$ cat src/design/rpf_pkg.sv
// package with item types, register indexes and double compare helpers
`timescale 1ns / 1ps
`default_nettype none
package rpf_pkg;

    localparam int unsigned DefMaxRows = 16777216;
    localparam int unsigned CntW = 25;
    localparam int unsigned IdxW = 24;
    localparam int unsigned RegIdxW = 3;
    localparam int unsigned CfgDataW = 64;

    localparam logic [RegIdxW-1:0] REG_MODE = 3'd0;
    localparam logic [RegIdxW-1:0] REG_THR = 3'd1;
    localparam logic [RegIdxW-1:0] REG_KEY = 3'd2;
    localparam logic [RegIdxW-1:0] REG_SLO = 3'd3;
    localparam logic [RegIdxW-1:0] REG_SHI = 3'd4;
    localparam logic [RegIdxW-1:0] REG_DMIN = 3'd5;
    localparam logic [RegIdxW-1:0] REG_DMAX = 3'd6;
    localparam logic [RegIdxW-1:0] REG_QLIM = 3'd7;

    localparam logic [2:0] Q_COUNT = 3'd0;
    localparam logic [2:0] Q_GREATER = 3'd1;
    localparam logic [2:0] Q_EQUAL = 3'd2;
    localparam logic [2:0] Q_KEY = 3'd3;
    localparam logic [2:0] Q_WINDOW = 3'd4;

    typedef struct packed {
        logic signed [31:0] ord_key;
        logic signed [31:0] line_no;
        logic [63:0] quantity;
        logic [63:0] ext_price;
        logic [63:0] discount;
        logic signed [31:0] ship_date;
        logic final_row;
    } t_in_item;

    typedef struct packed {
        logic kind;
        logic [IdxW-1:0] row_index;
        logic signed [31:0] key_order;
        logic signed [31:0] key_line;
        logic whole_row;
        logic [CntW-1:0] match_count;
        logic [CntW-1:0] rows_seen;
        logic done_res;
    } t_out_item;

    typedef struct packed {
        logic [3:0] query_mode;
        logic [63:0] price_threshold;
        logic [63:0] point_key;
        logic signed [31:0] ship_low;
        logic signed [31:0] ship_high;
        logic [63:0] discount_min;
        logic [63:0] discount_max;
        logic [63:0] quantity_limit;
    } t_cfg;

    function automatic logic is_nan(input logic [63:0] a);
        return (a[62:52] == 11'h7ff) && (a[51:0] != 52'd0);
    endfunction

    // a < b in ieee ordering
    function automatic logic dbl_lt(input logic [63:0] a, input logic [63:0] b);
        logic az;
        logic bz;
        logic r;
        az = (a[62:0] == 63'd0);
        bz = (b[62:0] == 63'd0);
        if (is_nan(a) || is_nan(b) || (az && bz)) begin
            r = 1'b0;
        end else if (a[63] != b[63]) begin
            r = a[63];
        end else if (a[63]) begin
            r = a[62:0] > b[62:0];
        end else begin
            r = a[62:0] < b[62:0];
        end
        return r;
    endfunction

    function automatic logic dbl_eq(input logic [63:0] a, input logic [63:0] b);
        return !is_nan(a) && !is_nan(b) &&
            ((a == b) || ((a[62:0] == 63'd0) && (b[62:0] == 63'd0)));
    endfunction

endpackage
`default_nettype wire

$ cat src/design/row_predicate_filter.sv
// top level of the row predicate filter
`timescale 1ns / 1ps
`default_nettype none
// Takes one row item per cycle unless o_stall is high. A row item is registered,
// evaluated against the configured query by parallel compares and the counters in
// the next cycle, and its results (a matching-row item, and on the final row a
// summary item) go into a four-entry output queue. The input stalls while the queue
// plus the results of the registered row leave fewer than two free entries. With a
// free-running consumer and at most one result per row the rate is one row per
// cycle; a matching final row makes two results, and the second waits its turn
// at the output.
module row_predicate_filter #(
    parameter longint unsigned MAX_ROWS = rpf_pkg::DefMaxRows
) (
    input  wire logic                         i_clk,
    input  wire logic                         i_rst_n,
    input  wire logic                         i_valid,
    output logic                              o_stall,
    input  wire rpf_pkg::t_in_item            i_item,
    output logic                              o_valid,
    input  wire logic                         i_stall,
    output rpf_pkg::t_out_item                o_item,
    input  wire logic                         i_cfg_valid,
    output logic                              o_cfg_ready,
    input  wire logic [rpf_pkg::RegIdxW-1:0]  i_cfg_index,
    input  wire logic [rpf_pkg::CfgDataW-1:0] i_cfg_data
);
    import rpf_pkg::*;

    localparam longint unsigned CntFull = (64'd1 << CntW) - 64'd1;
    localparam longint unsigned IdxFull = (64'd1 << IdxW) - 64'd1;
    localparam logic [CntW-1:0] CntCap =
        CntW'((MAX_ROWS > CntFull) ? CntFull : MAX_ROWS);
    localparam logic [IdxW-1:0] IdxCap =
        IdxW'((MAX_ROWS - 64'd1 > IdxFull) ? IdxFull : MAX_ROWS - 64'd1);
    localparam int unsigned QDepth = 4;
    localparam int unsigned QPtrW = 2;

    t_cfg cfg;
    rpf_regs u_regs (
        .i_clk(i_clk), .i_rst_n(i_rst_n), .i_cfg_valid(i_cfg_valid),
        .o_cfg_ready(o_cfg_ready), .i_cfg_index(i_cfg_index),
        .i_cfg_data(i_cfg_data), .o_cfg(cfg)
    );

    // input register
    logic r_in_v;
    t_in_item r_in;
    logic [CntW-1:0] r_rows, r_hits;

    // output queue
    t_out_item r_q [QDepth];
    logic [QPtrW-1:0] r_rd, r_wr;
    logic [QPtrW-1:0] wr_next;
    logic [2:0] r_cnt;
    logic [2:0] load;
    logic pop, accept, fire;
    logic [2:0] query;
    logic hit, emit, push_row;
    logic [1:0] npush, push_n;
    logic [CntW-1:0] n_rows, n_hits;
    t_out_item row_res, sum_res;

    // room for the registered row's results and two more
    assign load = r_cnt + {1'b0, push_n};
    assign o_stall = load > 3'd2;
    assign accept = i_valid && !o_stall;
    assign o_valid = r_cnt != 3'd0;
    assign o_item = r_q[r_rd];
    assign pop = o_valid && !i_stall;
    // the registered row is evaluated in the cycle after its accept
    assign fire = r_in_v;
    assign push_n = fire ? npush : 2'd0;
    assign wr_next = r_wr + 2'd1;

    assign query = cfg.query_mode[3:1];

    always_comb begin
        hit = 1'b0;
        emit = 1'b0;
        case (query)
            Q_COUNT: hit = dbl_lt(cfg.price_threshold, r_in.ext_price);
            Q_GREATER: begin
                hit = dbl_lt(cfg.price_threshold, r_in.ext_price);
                emit = 1'b1;
            end
            Q_EQUAL: begin
                hit = dbl_eq(r_in.ext_price, cfg.price_threshold);
                emit = 1'b1;
            end
            Q_KEY: begin
                hit = (r_in.ord_key == cfg.point_key[63:32]) &&
                      (r_in.line_no == cfg.point_key[31:0]);
                emit = 1'b1;
            end
            Q_WINDOW: begin
                hit = (r_in.ship_date >= cfg.ship_low) &&
                      (r_in.ship_date < cfg.ship_high) &&
                      dbl_lt(cfg.discount_min, r_in.discount) &&
                      dbl_lt(r_in.discount, cfg.discount_max) &&
                      dbl_lt(r_in.quantity, cfg.quantity_limit);
                emit = 1'b1;
            end
            default: begin
                hit = 1'b0;
                emit = 1'b0;
            end
        endcase
    end

    always_comb begin
        n_rows = (r_rows < CntCap) ? r_rows + 1'b1 : r_rows;
        n_hits = (hit && r_hits < CntCap) ? r_hits + 1'b1 : r_hits;
        push_row = hit && emit;
        row_res = '0;
        row_res.row_index = (r_rows > CntW'(IdxCap)) ? IdxCap : r_rows[IdxW-1:0];
        row_res.key_order = r_in.ord_key;
        row_res.key_line = r_in.line_no;
        row_res.whole_row = !cfg.query_mode[0];
        sum_res = '0;
        sum_res.kind = 1'b1;
        sum_res.match_count = n_hits;
        sum_res.rows_seen = n_rows;
        sum_res.done_res = 1'b1;
        npush = {1'b0, push_row} + {1'b0, r_in.final_row};
    end

    always_ff @(posedge i_clk) begin
        if (!i_rst_n) begin
            r_in_v <= 1'b0;
            r_rows <= '0;
            r_hits <= '0;
            r_cnt <= '0;
            r_rd <= '0;
            r_wr <= '0;
        end else begin
            r_in_v <= accept;
            if (fire) begin
                r_rows <= r_in.final_row ? '0 : n_rows;
                r_hits <= r_in.final_row ? '0 : n_hits;
            end
            r_cnt <= r_cnt - {2'b0, pop} + {1'b0, push_n};
            r_rd <= r_rd + {1'b0, pop};
            r_wr <= r_wr + push_n;
        end
    end

    // queue payload; a row result goes before the summary of the same row
    always_ff @(posedge i_clk) begin
        if (accept) begin
            r_in <= i_item;
        end
        for (int i = 0; i < QDepth; i++) begin
            if (push_n != 2'd0 && QPtrW'(i) == r_wr) begin
                r_q[i] <= push_row ? row_res : sum_res;
            end else if (push_n == 2'd2 && QPtrW'(i) == wr_next) begin
                r_q[i] <= sum_res;
            end
        end
    end
endmodule
`default_nettype wire

$ cat src/design/rpf_regs.sv
// configuration register file
`timescale 1ns / 1ps
`default_nettype none
module rpf_regs (
    input  wire logic                        i_clk,
    input  wire logic                        i_rst_n,
    input  wire logic                        i_cfg_valid,
    output logic                             o_cfg_ready,
    input  wire logic [rpf_pkg::RegIdxW-1:0] i_cfg_index,
    input  wire logic [rpf_pkg::CfgDataW-1:0] i_cfg_data,
    output rpf_pkg::t_cfg                    o_cfg
);
    import rpf_pkg::*;

    t_cfg r_cfg;
    logic wr;

    assign o_cfg_ready = 1'b1;
    assign wr = i_cfg_valid;
    assign o_cfg = r_cfg;

    always_ff @(posedge i_clk) begin
        if (!i_rst_n) begin
            r_cfg <= '0;
        end else if (wr) begin
            case (i_cfg_index)
                REG_MODE: r_cfg.query_mode <= i_cfg_data[3:0];
                REG_THR: r_cfg.price_threshold <= i_cfg_data;
                REG_KEY: r_cfg.point_key <= i_cfg_data;
                REG_SLO: r_cfg.ship_low <= i_cfg_data[31:0];
                REG_SHI: r_cfg.ship_high <= i_cfg_data[31:0];
                REG_DMIN: r_cfg.discount_min <= i_cfg_data;
                REG_DMAX: r_cfg.discount_max <= i_cfg_data;
                REG_QLIM: r_cfg.quantity_limit <= i_cfg_data;
                default: r_cfg <= r_cfg;
            endcase
        end
    end
endmodule
`default_nettype wire
$ cat config.mk
export PLATFORM = sky130hd
export DESIGN_NAME = row_predicate_filter
export DESIGN_NICKNAME = d
export VERILOG_FILES = /design/src/design/rpf_pkg.sv /design/src/design/row_predicate_filter.sv /design/src/design/rpf_regs.sv
export SDC_FILE = /design/constraint.sdc
export NUM_CORES = 2
export LEC_CHECK = 0
export BUFFER_PORTS_ARGS = -buffer_cell sky130_fd_sc_hd__buf_2
export CORE_UTILIZATION = 42
export DETAILED_ROUTE_END_ITERATION = 12
export PLACE_DENSITY_LB_ADDON = 0.15
export SLEW_MARGIN = 40
export SYNTH_ARGS = -nofsm -noshare
export SYNTH_HDL_FRONTEND = slang
export SYNTH_HIERARCHICAL = 1
export SYNTH_SLANG_ARGS = --single-unit
$ cat constraint.sdc
create_clock -name i_clk -period 13.7 [get_ports i_clk]
set_clock_uncertainty 0.15 [all_clocks]
set_input_delay 0.685 -clock i_clk [delete_from_list [all_inputs] [get_ports i_clk]]
set_output_delay 0.685 -clock i_clk [all_outputs]
set_load 0.02 [all_outputs]
==> results.yml <==
detailed_routing:
  drtAntennaViolNets: 0
  drtPass1Iterations: 5
  wire_per_inst_um: 24.7
  vias: 42300
  drt_iter0_drc: 3515
  vias_per_cell: 5.42
  drt-total-wl_um: 193000
  remaining_drc_errors: 0
global_routing:
  antenna_found_initial: 14
  grt_overflow: 0
  grt_start_max_net_pins: 148
  grt_pass1_vias: 41600
  grt_first_pass_wirelength_um: 280000
  grt_usage: 0.263
finish:
  final_cell_area_um2: 72100
  syn_to_final_growth_pct: 20.3
  fill_cells: 12600
  final_util: 0.510
  drive_gt1_frac: 0.167
  layout.cells.non_filler: 7813
  finalNetCount: 6487
setup_path:
  cp_data_arrival_time_ns: 7.86
  crit_fanout: 79
  cp-end-kind: "flop"
  cp.required_ns: 13.99
  ff2ff_setup_slack_ns: 6.13
  worst-setup-path-type: "flop to flop"
  reg2reg_to: "r_in[104]$_DFFE_PP_"
  startpoint_type: "flop"
  reg2reg_depth: 22
  rr_startpoint: "u_regs/o_cfg[62]$_SDFFE_PN0P_"
min_path:
  hold_start: "i_cfg_index[0]"
  min_path_cells: 3
  hold_end: "u_regs/o_cfg[386]$_SDFFE_PN0P_"
  hold_class: "input pin to flop"
flow_run:
  cap_violations: 0
die:
  core_um2: 142000
  die_h_um: 380
  fp-row-count: 138
  dieWidth_um: 380
  start_util: 0.423
  io_pins: 505
  die_area_um2: 144000
pwr:
  power_frac_seq: 0.442
  p_per_area_nw_per_um2: 146
  p_sw_frac: 0.295
  power_frac_clock: 0.376
  pwr-share-comb: 0.182
  leakagePower_nw: 28.8
  p_switching_mw: 3.10
  power.internal_mw: 7.41
  worst_ir_drop_vdd_mv: 0.114
yosys:
  synth_warnings: 6
  synth_top_area_share: 0.380
  synth_nets: 5732
  synth_commonest_cells: "edfxtp_1 (759), nand2_1 (601), dfxtp_1 (536), mux2i_1 (411), inv_1 (350)"
  synth_cell_types: 89
  post-synth-top-count-cell: "edfxtp_1"
  synth_area_leaders: "edfxtp_1 (38%), dfxtp_1 (18%), mux2i_1 (6.9%)"
  synthCells: 5045
  ys_seq_area_frac: 0.559
  avgSynthCellArea_um2: 11.9
  synth_area_um2: 60000
  synth_top_flop_cell: "edfxtp_1"
  ys_seq_elements: 1295
  yosysTopAreaCell: "edfxtp_1"
  async_flop_share: 0
  synth_edf_count: 759
timing:
  fmax_ghz: 0.132
  hold_viol: 0
  relSlewSlack: 0.392
  worst_pin_slew_ns: 0.910
  rsz0062_at_grt: "false"
  finalWorstPathRequiredPeriod_ns: 7.57
  finalSetupTns_ns: 0
  fin_crit_sh: 0.552
  slew_violations: 0
  setup_violations: 0
cts:
  cts.sinks: 1295
  clk_latency_ns: 0.81
  h-tree-depth: 4
  cts_tree: "built"
  clkSlewWorstSetupHoldPaths_ns: 0.06
  clock_path_buffers: 3
  cts_setup_buffers: 0
  clockRootBuffer: "clkbuf_16"
  numCtsBuffers: 144
status:
  status: "completed"
placement:
  dp_cells: 7253
  finalWeightedCongestion: 0.907
  port_buffers: 503
  hpwlAfterDp_um: 133000
  place_area_um2: 64300
-- placed cells by master, fill, tap and decap left out, types with 23 or more instances in the layout --
cell type / Yosys / layout
a22o_1: 65 / 65
mux2i_1: 411 / 410
mux4_2: 140 / 140
a21o_1: 29 / 29
nor3_1: 41 / 39
xnor2_1: 55 / 55
edfxtp_1: 759 / 759
nor2_1: 342 / 340
inv_1: 350 / 349
a21oi_1: 175 / 174
clkbuf_1: 129 / 35
dlygate4sd3_1: 0 / 290
nand3_1: 69 / 69
buf_4: 35 / 39
nand4_1: 106 / 106
clkbuf_16: 0 / 145
ha_1: 324 / 324
clkinv_2: 0 / 23
xor2_1: 46 / 46
nand2_1: 601 / 593
dfxtp_1: 536 / 534
and2_1: 205 / 204
nor4_1: 135 / 135
buf_2: 43 / 502
o21ai_0: 99 / 98
-- how the worst max path moves through the flow --
stage	start	endpoint	cells after the start
2_1_floorplan	r_in[87]$_DFFE_PP_	r_in[0]$_DFFE_PP_	21
3_3_place_gp	r_in[217]$_DFFE_PP_	r_q[3][133]$_SDFFCE_PP0P_	16
3_5_place_dp	r_in[217]$_DFFE_PP_	r_in[108]$_DFFE_PP_	21
4_1_cts	r_in[217]$_DFFE_PP_	r_in[108]$_DFFE_PP_	21
5_1_grt	u_regs/o_cfg[61]$_SDFFE_PN0P_	r_in[117]$_DFFE_PP_	22
6_report	u_regs/o_cfg[62]$_SDFFE_PN0P_	r_in[104]$_DFFE_PP_	22
-- critical path, cell delays in order, from the launching register on --
cell	delay, ns
dfxtp_1	0.41
inv_1	0.07
ha_1	0.31
nand4_1	0.11
nor4_1	0.69
nand4_1	0.31
nor3_1	0.69
nor4_2	0.11
o2111ai_1	0.38
nor2_1	0.15
a22oi_4	0.18
buf_4	0.42
inv_1	0.09
ha_1	0.41
nand2_1	0.17
inv_1	0.08
ha_1	0.20
fa_1	0.38
xor2_1	0.18
a21oi_1	0.18
and2_4	0.57
buf_12	0.40
buf_16	0.34
-- registers in the layout, summed over array words and instances (netlist names) --
register / flops
fire: 1
r_cnt: 3
r_hits: 25
r_in: 289
r_q: 560
r_rd: 2
r_rows: 25
r_wr: 2
u_regs/o_cfg: 388
-- routing by layer --
| metal | up-vias | wire, um | GRT usage |
|---|---|---|---|
| met4 | 0 | 6050 | 0.0868 |
| met3 | 254 | 10200 | 0.0365 |
| met2 | 1311 | 91400 | 0.429 |
| li1 | 19800 | - | - |
| met1 | 21000 | 85500 | 0.361 |
| met5 | - | 0 | 0 |
-- cell type report --
| class | count | area, um2 | area share |
|---|---|---|---|
| multi-input cells | 3156 | 24000 | 0.333 |
| clock inverters | 65 | 841 | 0.0117 |
| flip-flops and latches | 1295 | 33500 | 0.465 |
| inverters | 353 | 1330 | 0.0184 |
| clock buffers | 199 | 4020 | 0.0557 |
| well taps | 1890 | 2360 | 0.0328 |
| repair buffers | 850 | 6000 | 0.0832 |
| diodes | 5 | 12.5 | 0.000173 |
-- power by group through the flow --
stage | clock network, mW | registers, mW | logic (mW)
global route | 4.17 | 4.67 | 2.07
CTS | 4.03 | 4.64 | 1.93
global placement | 0 | 4.72 | 1.85
detailed placement | 0 | 4.73 | 1.86
finish | 3.96 | 4.64 | 1.91
floorplan | 0 | 4.67 | 1.21
-- per-stage QoR --
step / power, mW / hold WS (ns) / setup slack (ns)
4_1_cts: 10.6 / 0.121 / 6.20
5_1_grt: 10.9 / 0.169 / 5.76
3_5_place_dp: 6.59 / 0.288 / 6.22
3_3_place_gp: 6.57 / 0.282 / 6.35
2_1_floorplan: 5.88 / 0.270 / 1.75
6_report: 10.5 / 0.178 / 6.13
-- kinds of logic after synthesis --
group | after synthesis | share of synthesized area
other | 1 | 0.0000625
AND/OR/NAND/NOR | 1631 | 0.132
buffers and inverters | 594 | 0.0420
adder cells (fa/ha/maj) | 326 | 0.0683
XOR/XNOR | 101 | 0.0148
flip-flops | 1295 | 0.559
AO/OA/AOI/OAI | 544 | 0.0619
multiplexers | 553 | 0.122
-- what timing repair did --
action                                 in CTS  in global routing
hold buffers                              290                  0
endpoints found under the hold margin     290                  0
gates resized for setup                     0                  0
(Power assumes the default switching activity.)
